`config.mk`:
```
export PLATFORM = sky130hd
export DESIGN_NAME = accel_tilt_averager_unit_flat
export DESIGN_NICKNAME = d
export VERILOG_FILES = /design/src/rtl/tilt_avg_pkg.sv /design/src/rtl/tilt_avg_if.sv /design/src/rtl/tilt_avg_sqrt.sv /design/src/rtl/tilt_avg_cordic.sv /design/src/rtl/accel_tilt_averager_unit.sv /design/src/flat_wrapper.sv
export SDC_FILE = /design/constraint.sdc
export NUM_CORES = 2
export LEC_CHECK = 0
export ABC_AREA = 1
export BUFFER_PORTS_ARGS = -buffer_cell sky130_fd_sc_hd__buf_2
export CORE_MARGIN = 5
export CORE_UTILIZATION = 45
export DETAILED_ROUTE_END_ITERATION = 8
export SYNTH_ARGS = -nofsm -noshare
export SYNTH_HDL_FRONTEND = slang
export SYNTH_HIERARCHICAL = 1
export SYNTH_SLANG_ARGS = --single-unit
```
`constraint.sdc`:
```
create_clock -name clk -period 8.2 [get_ports clk]
set_input_delay 0.41 -clock clk [delete_from_list [all_inputs] [get_ports clk]]
set_output_delay 0.41 -clock clk [all_outputs]
set_load 0.01 [all_outputs]
```
`src/rtl/tilt_avg_pkg.sv`:
```
`default_nettype none
package tilt_avg_pkg;

  // Store depth and CORDIC iteration count.
  localparam int AVG_DEPTH    = 8;
  localparam int CORDIC_STEPS = 20;

  // Field widths.
  localparam int ACC_W    = 10;
  localparam int PITCH_W  = 18;
  localparam int ROLL_W   = 19;
  localparam int FRAMES_W = 16;

  // Averaging datapath.
  localparam int IDX_W = $clog2(AVG_DEPTH);
  localparam int SUM_W = ACC_W + IDX_W;
  // Reciprocal for the exact truncating divide by the store depth.
  localparam int DIV_K = SUM_W + IDX_W + 1;
  localparam longint RECIP = ((longint'(1) << DIV_K) + AVG_DEPTH - 1) / AVG_DEPTH;
  localparam int RECIP_W = DIV_K;

  // Square root: floor(sqrt(s * 2^32)) with s below 2^20.
  localparam int SQ_W   = 2 * ACC_W;
  localparam int ROOT_W = (SQ_W + 32) / 2;
  localparam int RAD_W  = 2 * ROOT_W;
  localparam int REM_W  = ROOT_W + 3;

  // CORDIC datapath.
  localparam int XY_W   = 30;
  localparam int ANG_W  = 34;
  localparam int STEP_W = 5;
  localparam int FRAC_B = 16;

  // Angle conversion: millidegrees per turn, and the clamp limits.
  localparam int MDEG_W     = 19;
  localparam int MDEG_SCALE = 360000;
  localparam int PITCH_LIM  = 90000;
  localparam int ROLL_LIM   = 180000;
  localparam int PROD_W     = ANG_W + MDEG_W;
  localparam int DEG_W      = PROD_W - 32;

  // Request codes.
  localparam logic REQ_SAMPLE  = 1'b0;
  localparam logic REQ_COMPUTE = 1'b1;

  // Top-level sequencer states.
  typedef enum logic [3:0] {
    S_IDLE,
    S_SUM,
    S_MEAN,
    S_SQ,
    S_SQRT_GO,
    S_SQRT_WAIT,
    S_PITCH_GO,
    S_PITCH_WAIT,
    S_ROLL_GO,
    S_ROLL_WAIT,
    S_DONE
  } seq_state_t;

  // CORDIC unit states.
  typedef enum logic [1:0] {
    C_IDLE,
    C_ITER,
    C_SCALE,
    C_DONE
  } cordic_state_t;

  // Command into the CORDIC unit.
  typedef struct packed {
    logic start;
    logic is_roll;
  } cordic_ctl_t;

  // Status back from an iterative unit.
  typedef struct packed {
    logic busy;
    logic done;
  } unit_sts_t;

  // atan(2^-i) in binary angle units, 2^32 per turn.
  function automatic logic [31:0] atan_entry(input logic [STEP_W-1:0] i);
    logic [31:0] v;
    case (i)
      5'd0:    v = 32'h20000000;
      5'd1:    v = 32'h12E4051E;
      5'd2:    v = 32'h09FB385B;
      5'd3:    v = 32'h051111D4;
      5'd4:    v = 32'h028B0D43;
      5'd5:    v = 32'h0145D7E1;
      5'd6:    v = 32'h00A2F61E;
      5'd7:    v = 32'h00517C55;
      5'd8:    v = 32'h0028BE53;
      5'd9:    v = 32'h00145F2F;
      5'd10:   v = 32'h000A2F98;
      5'd11:   v = 32'h000517CC;
      5'd12:   v = 32'h00028BE6;
      5'd13:   v = 32'h000145F3;
      5'd14:   v = 32'h0000A2FA;
      5'd15:   v = 32'h0000517D;
      5'd16:   v = 32'h000028BE;
      5'd17:   v = 32'h0000145F;
      5'd18:   v = 32'h00000A30;
      5'd19:   v = 32'h00000518;
      5'd20:   v = 32'h0000028C;
      5'd21:   v = 32'h00000146;
      5'd22:   v = 32'h000000A3;
      5'd23:   v = 32'h00000051;
      5'd24:   v = 32'h00000029;
      5'd25:   v = 32'h00000014;
      5'd26:   v = 32'h0000000A;
      5'd27:   v = 32'h00000005;
      5'd28:   v = 32'h00000003;
      5'd29:   v = 32'h00000001;
      5'd30:   v = 32'h00000001;
      default: v = 32'h00000000;
    endcase
    return v;
  endfunction

endpackage
`default_nettype wire

```
`src/rtl/tilt_avg_if.sv`:
```
`default_nettype none
// Request channel: sample words and compute requests.
interface tilt_avg_req_if;
  import tilt_avg_pkg::*;
  logic                    valid;
  logic                    ready;
  logic                    req_type;
  logic signed [ACC_W-1:0] accel_x;
  logic signed [ACC_W-1:0] accel_y;
  logic signed [ACC_W-1:0] accel_z;

  modport source (output valid, req_type, accel_x, accel_y, accel_z, input ready);
  modport sink (input valid, req_type, accel_x, accel_y, accel_z, output ready);
endinterface

// Result channel: one angle word per compute request.
interface tilt_avg_rsp_if;
  import tilt_avg_pkg::*;
  logic                      valid;
  logic                      ready;
  logic signed [PITCH_W-1:0] pitch_mdeg;
  logic signed [ROLL_W-1:0]  roll_mdeg;
  logic [FRAMES_W-1:0]       frames_seen;

  modport source (output valid, pitch_mdeg, roll_mdeg, frames_seen, input ready);
  modport sink (input valid, pitch_mdeg, roll_mdeg, frames_seen, output ready);
endinterface
`default_nettype wire

```
`src/rtl/tilt_avg_sqrt.sv`:
```
`default_nettype none
module tilt_avg_sqrt (
  input  wire logic                             clk,
  input  wire logic                             rst,
  input  wire logic                             start,
  input  wire logic [tilt_avg_pkg::SQ_W-1:0]    radicand,
  output tilt_avg_pkg::unit_sts_t               sts,
  output logic [tilt_avg_pkg::ROOT_W-1:0]       root
);
  import tilt_avg_pkg::*;

  localparam logic [STEP_W-1:0] LAST = STEP_W'(ROOT_W - 1);

  logic              busy;
  logic              done;
  logic [STEP_W-1:0] step;
  logic [RAD_W-1:0]  rad;
  logic [REM_W-1:0]  rem;
  logic [REM_W-1:0]  rem_sh;
  logic [REM_W-1:0]  trial;

  // One result bit per cycle: bring down two radicand bits and try the subtraction.
  assign rem_sh = {rem[REM_W-3:0], rad[RAD_W-1 -: 2]};
  assign trial  = REM_W'({root, 2'b01});

  always_ff @(posedge clk) begin
    if (rst) begin
      busy <= 1'b0;
      done <= 1'b0;
      step <= '0;
    end else begin
      done <= 1'b0;
      if (!busy && start) begin
        busy <= 1'b1;
        step <= '0;
      end else if (busy) begin
        step <= step + 1'b1;
        if (step == LAST) begin
          busy <= 1'b0;
          done <= 1'b1;
        end
      end
    end
  end

  always_ff @(posedge clk) begin
    if (!busy && start) begin
      rad  <= RAD_W'({radicand, 32'b0});
      rem  <= '0;
      root <= '0;
    end else if (busy) begin
      rad <= {rad[RAD_W-3:0], 2'b00};
      if (rem_sh >= trial) begin
        rem  <= rem_sh - trial;
        root <= {root[ROOT_W-2:0], 1'b1};
      end else begin
        rem  <= rem_sh;
        root <= {root[ROOT_W-2:0], 1'b0};
      end
    end
  end

  assign sts.busy = busy;
  assign sts.done = done;

endmodule
`default_nettype wire

```
`src/rtl/tilt_avg_cordic.sv`:
```
`default_nettype none
module tilt_avg_cordic (
  input  wire logic                                clk,
  input  wire logic                                rst,
  input  wire tilt_avg_pkg::cordic_ctl_t           ctl,
  input  wire logic signed [tilt_avg_pkg::XY_W-1:0] vec_y,
  input  wire logic signed [tilt_avg_pkg::XY_W-1:0] vec_x,
  output tilt_avg_pkg::unit_sts_t                  sts,
  output logic signed [tilt_avg_pkg::MDEG_W-1:0]   mdeg
);
  import tilt_avg_pkg::*;

  localparam logic [STEP_W-1:0]   LAST      = STEP_W'(CORDIC_STEPS - 1);
  localparam logic signed [ANG_W-1:0] QUARTER = ANG_W'(64'sh40000000);
  localparam logic [DEG_W-1:0]    LIM_PITCH = DEG_W'(PITCH_LIM);
  localparam logic [DEG_W-1:0]    LIM_ROLL  = DEG_W'(ROLL_LIM);

  cordic_state_t state, state_next;

  logic signed [XY_W-1:0]  x;
  logic signed [XY_W-1:0]  y;
  logic signed [ANG_W-1:0] z;
  logic [STEP_W-1:0]       step;
  logic                    is_roll;
  logic                    zero_vec;
  logic                    neg;
  logic [PROD_W-1:0]       prod;
  logic signed [XY_W-1:0]  xs;
  logic signed [XY_W-1:0]  ys;
  logic signed [ANG_W-1:0] tab;
  logic [ANG_W-1:0]        zmag;
  logic [DEG_W-1:0]        deg;
  logic [DEG_W-1:0]        lim;
  logic [DEG_W-1:0]        deg_clamped;

  // Next state.
  always_comb begin
    state_next = state;
    case (state)
      C_IDLE:  if (ctl.start) state_next = C_ITER;
      C_ITER:  if (step == LAST) state_next = C_SCALE;
      C_SCALE: state_next = C_DONE;
      C_DONE:  state_next = C_IDLE;
      default: state_next = C_IDLE;
    endcase
  end

  always_ff @(posedge clk) begin
    if (rst) begin
      state <= C_IDLE;
    end else begin
      state <= state_next;
    end
  end

  // Shared shift-add step and angle table lookup.
  assign xs   = x >>> step;
  assign ys   = y >>> step;
  assign tab  = ANG_W'(atan_entry(step));
  assign zmag = z[ANG_W-1] ? ANG_W'(-z) : ANG_W'(z);

  always_ff @(posedge clk) begin
    case (state)
      C_IDLE: begin
        if (ctl.start) begin
          step     <= '0;
          is_roll  <= ctl.is_roll;
          zero_vec <= (vec_x == '0) && (vec_y == '0);
          // Left half plane: pre-rotate by a quarter turn towards the right.
          if (vec_x[XY_W-1]) begin
            if (!vec_y[XY_W-1]) begin
              x <= vec_y;
              y <= -vec_x;
              z <= QUARTER;
            end else begin
              x <= -vec_y;
              y <= vec_x;
              z <= -QUARTER;
            end
          end else begin
            x <= vec_x;
            y <= vec_y;
            z <= '0;
          end
        end
      end
      C_ITER: begin
        step <= step + 1'b1;
        if (y > 0) begin
          x <= x + ys;
          y <= y - xs;
          z <= z + tab;
        end else begin
          x <= x - ys;
          y <= y + xs;
          z <= z - tab;
        end
      end
      C_SCALE: begin
        // Scale the angle magnitude to millidegrees per turn; a zero vector gives zero.
        neg  <= z[ANG_W-1] && !zero_vec;
        prod <= zero_vec ? '0 : PROD_W'(zmag) * PROD_W'(MDEG_SCALE);
      end
      default: begin
      end
    endcase
  end

  // Truncate, clamp to the range of the angle and restore the sign.
  assign deg         = prod[PROD_W-1 -: DEG_W];
  assign lim         = is_roll ? LIM_ROLL : LIM_PITCH;
  assign deg_clamped = (deg > lim) ? lim : deg;

  // Outputs.
  always_comb begin
    sts.busy = (state != C_IDLE);
    sts.done = (state == C_DONE);
    mdeg     = neg ? -MDEG_W'(deg_clamped) : MDEG_W'(deg_clamped);
  end

endmodule
`default_nettype wire

```
`src/rtl/accel_tilt_averager_unit.sv`:
```
`default_nettype none
// Channel  Dir  Handshake     Word
// req      in   valid/ready   req_type, accel_x, accel_y, accel_z
// rsp      out  valid/ready   pitch_mdeg, roll_mdeg, frames_seen
//
// A sample word is taken in a single handshake; the block is ready again straight away.
// A compute request runs a summing sweep over the store, the bit-serial square root
// and the shared CORDIC unit, used for pitch then roll. req.ready is low for the
// whole of a compute request.
// Reset clears the sample store, slot pointer and frame counter.
// A finished result waits in the output register; a stalled rsp only holds
// the block once the next result is ready to be loaded.
module accel_tilt_averager_unit (
  input wire logic     clk,
  input wire logic     rst,
  tilt_avg_req_if.sink   req,
  tilt_avg_rsp_if.source rsp
);
  import tilt_avg_pkg::*;

  localparam logic [IDX_W-1:0] IDX_LAST = IDX_W'(AVG_DEPTH - 1);

  seq_state_t state, state_next;

  logic signed [ACC_W-1:0] store_x [AVG_DEPTH];
  logic signed [ACC_W-1:0] store_y [AVG_DEPTH];
  logic signed [ACC_W-1:0] store_z [AVG_DEPTH];
  logic [IDX_W-1:0]        write_slot;
  logic [FRAMES_W-1:0]     frame_counter;

  logic [IDX_W-1:0]        rd_idx;
  logic [1:0]              axis;
  logic signed [SUM_W-1:0] sum_x;
  logic signed [SUM_W-1:0] sum_y;
  logic signed [SUM_W-1:0] sum_z;
  logic signed [ACC_W-1:0] mean_x;
  logic signed [ACC_W-1:0] mean_y;
  logic signed [ACC_W-1:0] mean_z;
  logic [SQ_W-1:0]         sq_acc;
  logic signed [PITCH_W-1:0] pitch;
  logic signed [ROLL_W-1:0]  roll;

  logic                         req_acc;
  logic signed [SUM_W-1:0]      sel_sum;
  logic [SUM_W-1:0]             sum_abs;
  logic [SUM_W+RECIP_W-1:0]     div_prod;
  logic [ACC_W-1:0]             quot;
  logic signed [ACC_W-1:0]      mean_new;
  logic signed [ACC_W-1:0]      sq_in;
  logic signed [SQ_W-1:0]       sq;
  logic                         sqrt_start;
  unit_sts_t                    sqrt_sts;
  logic [ROOT_W-1:0]            root;
  cordic_ctl_t                  cordic_ctl;
  unit_sts_t                    cordic_sts;
  logic signed [XY_W-1:0]       vec_y;
  logic signed [XY_W-1:0]       vec_x;
  logic signed [MDEG_W-1:0]     mdeg;
  logic                         out_load;

  assign req_acc = req.valid && req.ready;

  // Next state.
  always_comb begin
    state_next = state;
    case (state)
      S_IDLE:       if (req_acc && req.req_type == REQ_COMPUTE) state_next = S_SUM;
      S_SUM:        if (rd_idx == IDX_LAST) state_next = S_MEAN;
      S_MEAN:       if (axis == 2'd2) state_next = S_SQ;
      S_SQ:         if (axis == 2'd1) state_next = S_SQRT_GO;
      S_SQRT_GO:    state_next = S_SQRT_WAIT;
      S_SQRT_WAIT:  if (sqrt_sts.done) state_next = S_PITCH_GO;
      S_PITCH_GO:   state_next = S_PITCH_WAIT;
      S_PITCH_WAIT: if (cordic_sts.done) state_next = S_ROLL_GO;
      S_ROLL_GO:    state_next = S_ROLL_WAIT;
      S_ROLL_WAIT:  if (cordic_sts.done) state_next = S_DONE;
      S_DONE:       if (!rsp.valid || rsp.ready) state_next = S_IDLE;
      default:      state_next = S_IDLE;
    endcase
  end

  // Outputs of the sequencer.
  always_comb begin
    req.ready          = (state == S_IDLE);
    sqrt_start         = (state == S_SQRT_GO);
    cordic_ctl.start   = (state == S_PITCH_GO) || (state == S_ROLL_GO);
    cordic_ctl.is_roll = (state == S_ROLL_GO);
    out_load           = (state == S_DONE) && (!rsp.valid || rsp.ready);
  end

  always_ff @(posedge clk) begin
    if (rst) begin
      state <= S_IDLE;
    end else begin
      state <= state_next;
    end
  end

  // Sample store, slot pointer and frame counter.
  always_ff @(posedge clk) begin
    if (rst) begin
      for (int i = 0; i < AVG_DEPTH; i++) begin
        store_x[i] <= '0;
        store_y[i] <= '0;
        store_z[i] <= '0;
      end
      write_slot    <= '0;
      frame_counter <= '0;
    end else if (req_acc && req.req_type == REQ_SAMPLE) begin
      store_x[write_slot] <= req.accel_x;
      store_y[write_slot] <= req.accel_y;
      store_z[write_slot] <= req.accel_z;
      write_slot    <= (write_slot == IDX_LAST) ? '0 : write_slot + 1'b1;
      frame_counter <= frame_counter + 1'b1;
    end
  end

  // Truncating mean by multiplying with the rounded-up reciprocal of the depth.
  always_comb begin
    case (axis)
      2'd0:    sel_sum = sum_x;
      2'd1:    sel_sum = sum_y;
      default: sel_sum = sum_z;
    endcase
    sum_abs  = sel_sum[SUM_W-1] ? SUM_W'(-sel_sum) : SUM_W'(sel_sum);
    div_prod = (SUM_W+RECIP_W)'(sum_abs) * (SUM_W+RECIP_W)'(RECIP);
    quot     = div_prod[DIV_K +: ACC_W];
    mean_new = sel_sum[SUM_W-1] ? -ACC_W'(quot) : ACC_W'(quot);
    sq_in    = (axis == 2'd0) ? mean_x : mean_z;
    sq       = sq_in * sq_in;
  end

  // Averaging and squaring datapath.
  always_ff @(posedge clk) begin
    case (state)
      S_IDLE: begin
        rd_idx <= '0;
        axis   <= '0;
        sum_x  <= '0;
        sum_y  <= '0;
        sum_z  <= '0;
      end
      S_SUM: begin
        sum_x  <= sum_x + SUM_W'(store_x[rd_idx]);
        sum_y  <= sum_y + SUM_W'(store_y[rd_idx]);
        sum_z  <= sum_z + SUM_W'(store_z[rd_idx]);
        rd_idx <= rd_idx + 1'b1;
      end
      S_MEAN: begin
        case (axis)
          2'd0:    mean_x <= mean_new;
          2'd1:    mean_y <= mean_new;
          default: mean_z <= mean_new;
        endcase
        axis <= (axis == 2'd2) ? 2'd0 : axis + 1'b1;
      end
      S_SQ: begin
        sq_acc <= (axis == 2'd0) ? SQ_W'(sq) : sq_acc + SQ_W'(sq);
        axis   <= axis + 1'b1;
      end
      S_PITCH_WAIT: begin
        if (cordic_sts.done) pitch <= PITCH_W'(mdeg);
      end
      S_ROLL_WAIT: begin
        if (cordic_sts.done) roll <= ROLL_W'(mdeg);
      end
      default: begin
      end
    endcase
  end

  // Operands of the shared CORDIC unit: pitch first, then roll.
  always_comb begin
    if (state == S_ROLL_GO) begin
      vec_y = -(XY_W'(mean_x) <<< FRAC_B);
      vec_x = XY_W'(mean_z) <<< FRAC_B;
    end else begin
      vec_y = XY_W'(mean_y) <<< FRAC_B;
      vec_x = XY_W'(root);
    end
  end

  tilt_avg_sqrt u_sqrt (
    .clk      (clk),
    .rst      (rst),
    .start    (sqrt_start),
    .radicand (sq_acc),
    .sts      (sqrt_sts),
    .root     (root)
  );

  tilt_avg_cordic u_cordic (
    .clk   (clk),
    .rst   (rst),
    .ctl   (cordic_ctl),
    .vec_y (vec_y),
    .vec_x (vec_x),
    .sts   (cordic_sts),
    .mdeg  (mdeg)
  );

  // Output register.
  always_ff @(posedge clk) begin
    if (rst) begin
      rsp.valid <= 1'b0;
    end else if (out_load) begin
      rsp.valid <= 1'b1;
    end else if (rsp.ready) begin
      rsp.valid <= 1'b0;
    end
  end

  always_ff @(posedge clk) begin
    if (out_load) begin
      rsp.pitch_mdeg  <= pitch;
      rsp.roll_mdeg   <= roll;
      rsp.frames_seen <= frame_counter;
    end
  end

  // A compute request starts the summing sweep.
  a_compute_starts: assert property (@(posedge clk) disable iff (rst)
    req_acc && req.req_type == REQ_COMPUTE |=> state == S_SUM)
    else $error("compute request did not start the summing sweep");

  // Each sample word advances the frame counter by one.
  a_frame_count: assert property (@(posedge clk) disable iff (rst)
    req_acc && req.req_type == REQ_SAMPLE |=>
      frame_counter == $past(frame_counter) + 1'b1)
    else $error("frame counter did not advance on a sample word");

  // The store pointer does not move while a request is being worked on.
  a_store_frozen: assert property (@(posedge clk) disable iff (rst)
    state != S_IDLE |=> $stable(write_slot) && $stable(frame_counter))
    else $error("store changed during a compute request");

  // A new result is only loaded from the final sequencer state.
  a_load_from_done: assert property (@(posedge clk) disable iff (rst)
    $rose(rsp.valid) |-> $past(state) == S_DONE)
    else $error("result appeared outside the final state");

  // The shared CORDIC unit is only started when it is free.
  a_cordic_free: assert property (@(posedge clk) disable iff (rst)
    cordic_ctl.start |-> !cordic_sts.busy)
    else $error("CORDIC started while busy");

endmodule
`default_nettype wire
```
`src/flat_wrapper.sv`:
```
// flat-port wrapper written by rule: the top's interface ports become plain ports
module accel_tilt_averager_unit_flat import tilt_avg_pkg::*;
  (clk, rst, req_valid, req_req_type, req_accel_x, req_accel_y, req_accel_z, req_ready, rsp_valid, rsp_pitch_mdeg, rsp_roll_mdeg, rsp_frames_seen, rsp_ready);
  tilt_avg_req_if req_i ();
  tilt_avg_rsp_if rsp_i ();
  input wire logic clk;
  input wire logic rst;
  input wire logic [$bits(req_i.valid)-1:0] req_valid;
  input wire logic [$bits(req_i.req_type)-1:0] req_req_type;
  input wire logic [$bits(req_i.accel_x)-1:0] req_accel_x;
  input wire logic [$bits(req_i.accel_y)-1:0] req_accel_y;
  input wire logic [$bits(req_i.accel_z)-1:0] req_accel_z;
  output wire logic [$bits(req_i.ready)-1:0] req_ready;
  output wire logic [$bits(rsp_i.valid)-1:0] rsp_valid;
  output wire logic [$bits(rsp_i.pitch_mdeg)-1:0] rsp_pitch_mdeg;
  output wire logic [$bits(rsp_i.roll_mdeg)-1:0] rsp_roll_mdeg;
  output wire logic [$bits(rsp_i.frames_seen)-1:0] rsp_frames_seen;
  input wire logic [$bits(rsp_i.ready)-1:0] rsp_ready;
  assign req_i.valid = req_valid;
  assign req_i.req_type = req_req_type;
  assign req_i.accel_x = req_accel_x;
  assign req_i.accel_y = req_accel_y;
  assign req_i.accel_z = req_accel_z;
  assign req_ready = req_i.ready;
  assign rsp_valid = rsp_i.valid;
  assign rsp_pitch_mdeg = rsp_i.pitch_mdeg;
  assign rsp_roll_mdeg = rsp_i.roll_mdeg;
  assign rsp_frames_seen = rsp_i.frames_seen;
  assign rsp_i.ready = rsp_ready;
  accel_tilt_averager_unit u_core (.clk(clk), .rst(rst), .req(req_i), .rsp(rsp_i));
endmodule
```
# After elaboration in Yosys (flattened, before gate mapping)

Memories as Yosys holds them, arrays and structs flattened. A register that Yosys moved wholly into a read port is not among the register bits.
Cells that the tools add are included.

Flip-flop bits (word level): 439
RAM bits: 240
ROM bits: 960
Output and inout bits: 55
Logic and storage cells: 212
Memories kept: 4

Memory list:

| name            | words | width | read ports | clocked after Yosys merged registers in | wr ports | RTL line                       | source |
|---|---|---|---|---|---|---|---|
| (no name shown) | 32    | 30    | 1          | 1                                       | 0        | tilt_avg_pkg.sv:84             | `case (i)` |
| u_core.store_x  | 8     | 10    | 1          | 1                                       | 8        | accel_tilt_averager_unit.sv:25 | `logic signed [ACC_W-1:0] store_x [AVG_DEPTH];` |
| u_core.store_y  | 8     | 10    | 1          | 1                                       | 8        | accel_tilt_averager_unit.sv:26 | `logic signed [ACC_W-1:0] store_y [AVG_DEPTH];` |
| u_core.store_z  | 8     | 10    | 1          | 1                                       | 8        | accel_tilt_averager_unit.sv:27 | `logic signed [ACC_W-1:0] store_z [AVG_DEPTH];` |

Add/subtract/negate cells: 24
$mul: 2
Order comparisons: 3
Equal/unequal tests: 29
Shift operators: 2
Muxes and demuxes: 75
Bitwise operators: 3
Reduce and logical (&&, ||, !) cells: 37

Operators by type and width:

| cell                   | count |
|---|---|
| $mux 30                | 10 |
| $mux 34                | 5 |
| $pmux 30 s2            | 2 |
| $mux 52                | 2 |
| $pmux 13 s2            | 4 |
| $pmux 34 s2            | 1 |
| $add 30x30->30         | 2 |
| $logic_not 30->1       | 2 |
| $neg 30->30            | 2 |
| $sshr 30x5->30         | 2 |
| $sub 30x30->30         | 2 |
| $mux 10                | 5 |
| $mul 34x13->47 const B | 1 |
| $pmux 4 s11            | 1 |
| $add 13x10->13         | 3 |
| $mux 19                | 2 |
| $add 34x33->34         | 1 |
| $neg 34->34            | 1 |
| $sub 34x33->34         | 1 |
| $mux 4                 | 8 |
| $gt 30x1->1 const B    | 1 |
| $neg 26->30            | 1 |
| $reduce_or 10->1       | 3 |
| $ge 29x28->1           | 1 |
| 45 further kinds       | 112 |

# Longest topological paths before layout

Depth after elaboration: 8
Gate-level depth with buffers: 40

# By module

Netlist, hierarchy kept.

By module, submodules not included:

| module                   | instances | cells an instance | area an instance (um^2) | sequential area each (um^2) |
|---|---|---|---|---|
| tilt_avg_cordic          | 1         | 4,450             | 29,998.8                | 4,334.2 |
| accel_tilt_averager_unit | 1         | 2,720             | 25,638.3                | 13,272.7 |
| tilt_avg_sqrt            | 1         | 827               | 5,567.8                 | 1,801.7 |

# Worst setup path after synthesis

Ideal clock, no wire load.

Path kind: register to register
Start point: reg u_core.axis[0]
End point: reg u_core.sq_acc[19], data pin
Arrival time: 7.324 ns
Required time: 7.948 ns
Setup slack: 0.624 ns
Stages on the path, launching flop included: 33
Path buffers: 3
Clock period less this slack: 7.576 ns
Cell sequence: edfxtp_1 > inv_1 > ha_1 > buf_6 > buf_4 > buf_4 > o21ai_2 > clkinv_1 > nor2_1 > inv_1 > fa_1 > inv_1 > fa_1 > fa_1 > fa_1 > inv_1 > fa_1 > inv_1 > ha_1 > a21o_1 > nand2_1 > o2111ai_1 > or2_2 > and2_1 > ha_1 > a21oi_1 > o31ai_1 > nor2_1 > nand3_1 > or2_2 > nand2_1 > nand3b_1 > nand2_1

Word-level cells in the longest chain between the ends: 5

RTL lines:

| what                   | RTL line                                                         | source |
|---|---|---|
| from (decl)            | accel_tilt_averager_unit.sv:32                                   | `logic [1:0] axis;` |
| from (signal assigned) | accel_tilt_averager_unit.sv:155                                  | `axis <= (axis == 2'd2) ? 2'd0 : axis + 1'b1;` |
| from (signal assigned) | accel_tilt_averager_unit.sv:159                                  | `axis <= axis + 1'b1;` |
| $logic_not 2->1 *      | accel_tilt_averager_unit.sv:129, accel_tilt_averager_unit.sv:158 |  |
| $mux 10                | accel_tilt_averager_unit.sv:129                                  | `sq_in = (axis == 2'd0) ? mean_x : mean_z;` |
| $mul 10x10->20         | accel_tilt_averager_unit.sv:130                                  | `sq = sq_in * sq_in;` |
| $add 20x20->20         | accel_tilt_averager_unit.sv:158                                  | `sq_acc <= (axis == 2'd0) ? SQ_W'(sq) : sq_acc + SQ_W'(sq);` |
| $mux 20 *              | accel_tilt_averager_unit.sv:158                                  |  |
| to (signal assigned)   | accel_tilt_averager_unit.sv:158                                  |  |
| to (decl)              | accel_tilt_averager_unit.sv:39                                   | `logic [SQ_W-1:0] sq_acc;` |

Every way passes the cells marked *; elsewhere a longest branch is shown, timed or not.
A chain may end at the register's enable or synchronous reset.

# Worst setup path after layout

Start point: reg u_core.u_cordic.z[1]
End point: reg u_core.u_cordic.prod[50], data pin

Word-level cells in the longest chain between the ends: 3

RTL lines:

| what                   | RTL line               | source |
|---|---|---|
| from (decl)            | tilt_avg_cordic.sv:22  | `logic signed [ANG_W-1:0] z;` |
| from (signal assigned) | tilt_avg_cordic.sv:78  | `z <= -QUARTER;` |
| from (signal assigned) | tilt_avg_cordic.sv:92  | `z <= z + tab;` |
| from (signal assigned) | tilt_avg_cordic.sv:96  | `z <= z - tab;` |
| $neg 34->34            | tilt_avg_cordic.sv:60  | `assign zmag = z[ANG_W-1] ? ANG_W'(-z) : ANG_W'(z);` |
| $mux 34 *              | tilt_avg_cordic.sv:60  |  |
| $mul 34x13->47 *       | tilt_avg_cordic.sv:102 | `prod <= zero_vec ? '0 : PROD_W'(zmag) * PROD_W'(MDEG_SCALE);` |
| to (signal assigned)   | tilt_avg_cordic.sv:102 |  |
| to (decl)              | tilt_avg_cordic.sv:27  | `logic [PROD_W-1:0] prod;` |

Marked as above.

==> results.md <==
- Area Overhead vs Synth: 8.51%
- Tmin final: 7620 ps
- Max-slew violation count: 0
- Area of the multi-input gates: 35,800 µm²
- Post-Synthesis Cell Area: 61,200 µm²
- CP Capture Type: register
- WP data arrival: 8000 ps
- First-pass GRT wire length: about 280,000 µm
- Iter 0 DRT Violations: 4,527
- Die W: between 300 and 400 µm
- GR Overflow Total: 0
- Clock skew: 66.4 ps
- Fin. Hold Viols: 0
- Die Y: between 300 and 400 µm
- Worst Setup Path Type: reg -> reg
- H-tree Lvls: 3
- Number of global-route vias before repair: 50,100
- ANT nets after route: 0
- Core Area: 135,000 µm²
- Maximum clock path buffer count: 3
- CTS tree: done
- Reg-to-reg slack, setup: a little under 600 ps
- Max Fanout on Critical Path: 7
- Critical Path Max Stage Delay: 580 ps
- Quantity of I/O buffers inserted on ports: between 80 and 90
- Io pins: 90
- Period utilization: 93.0%
- Initial antenna violation count: 5
- HPWL Detailed: 138,000 µm
- Die ar.: ~140,000 µm²
- Status: finished clean
- Sum Neg Setup Slack: 0 ps
- Most frequent CP cell: inv_1
- Clk_lat worst skew: 700 ps
- Starting Density: around 45%
- Largest net degree at the start of global routing: 85
- CP max stage cell: fa_1
- Worst endpoint required time: ~8600 ps
- Hold Path Class: in -> reg
- Fmax achieved: 131 MHz
- Final instance area: 66,400 µm²
- DR pass1 iterations: 6
- Placed cell count: 9,773
- Filler instances: 13,300
- Post-CTS setup buffers: 0
- Vias: roughly 53,000
- Remaining DRCs: 0
- R2r endpoint: u_core/u_cordic/prod[50]
- Final setup violation count: 0
- Root Driver: clkbuf_16
- Synth warn: 6
- Critical Path End: u_core/u_cordic/prod[50]
- Total Routed Length: 179,000 µm
- Reg-to-Reg Start: u_core/u_cordic/z[1]
- WL/cell: 18.0 µm
- Avg Inst Size Synth: between 7 and 8 µm²
- Synth Instances: 7,996
- Placement Cell Area: 63,600 µm²
- CP Launch Type: register
- Crit path from: u_core/u_cordic/z[1]
- RSZ-0062 raised after global routing: no
- Rel. slew slack: 24.2%
- Layout Nets: roughly 8,800
- Share of cells above drive strength 1: 6.44%
- GRT Overall Usage: 24.5%
- Maxcap violations: 0
- Row count: 135
- Clock sinks: 686
- Slew at the pin with the worst max-slew slack: 1140 ps
- Reg area: between 15,000 and 20,000 µm²
- Post-route insts no fill: 9,925
- CTS buffer count: 82
- Worst-case reg-to-reg path depth: 33
- Final Wtd Congestion: 0.926
- Vias per inst: ~5.3
- Clock slew at the register clock pins of the worst setup and hold paths: 60 ps
[sequential cells by signal (all words and copies together) (netlist names), 21 cells and up, named ones only]
| name | flops |
|---|---|
| u_core/store_x | 80 |
| u_core/store_y | 80 |
| u_core/store_z | 80 |
| u_core/u_cordic/z | 34 |
| u_core/u_cordic/tab | 30 |
| u_core/u_cordic/x | 30 |
| u_core/u_cordic/y | 30 |
| u_core/u_sqrt/rem | 27 |
| u_core/u_sqrt/root | 26 |
| u_core/u_cordic/prod | 21 |
[placed cells by master, fill, tap and decap left out, drive strengths merged, types with 119 or more instances in the layout]
cell	n
a21oi	445
buf	180
dfxtp	119
edfxtp	567
fa	288
ha	438
inv	1353
nand2	1685
nand3	424
nor2	1071
o21ai	527
xor2	162
[how the worst min path moves through the flow]
stage / start / endpoint / slack [ps] / cells past startpoint
floorplan: u_core/pitch[0] / u_core/rsp.pitch_mdeg[0] / 400 / 0
global placement: u_core/pitch[0] / u_core/rsp.pitch_mdeg[0] / 400 / 0
detailed placement: u_core/pitch[16] / u_core/rsp.pitch_mdeg[16] / 400 / 0
CTS: rsp_ready / u_core/rsp.valid / 20 / 4
global route: rsp_ready / u_core/rsp.valid / 80 / 4
finish: rsp_ready / u_core/rsp.valid / 60 / 4
[worst max-delay path: cells and delay by family, from the launching register on]
family	cells	cell delay (ps)
simple gates	6	770
fa+ha+maj	7	3130
buf+inv	10	930
xor+xnor	1	450
compound gates	9	1570
flops	1	480
[timing repair]
item,CTS,global route
setup endpoints to repair,0,2
hold buffers,0,0
resized for setup,0,6
endpoints found under the hold margin,0,0
[layer usage]
metal	global-route usage (%)	up-vias	share of wire (%)
li1	-	26100	-
met1	34.8	24900	46
met2	39.7	1515	45
met3	3.65	216	6.8
met4	5.55	2	2.2
met5	0	-	0.0067
[layout make-up]
type	instances	share of cell area, %
multi-input combinational	5767	53.9
sequential	686	29.2
inverter	1359	7.68
clock buffer	114	3.47
tap	1781	3.36
timing repair buffer	180	1.70
clock inverter	36	0.693
antenna	2	0.00754
[stage by stage]
step	utilization [%]	hold slack [ps]	setup slack, ps
after floorplan	-	400	624
after global placement	47.0	403	412
after detailed placement	47.0	405	316
after CTS	49.1	17.2	377
after global routing	49.1	82.8	5.21
final	49.1	64.4	576
Power is left out: the tool's default activity adds up to more than one toggle a clock period on the data nets, which glitch-free logic cannot reach.
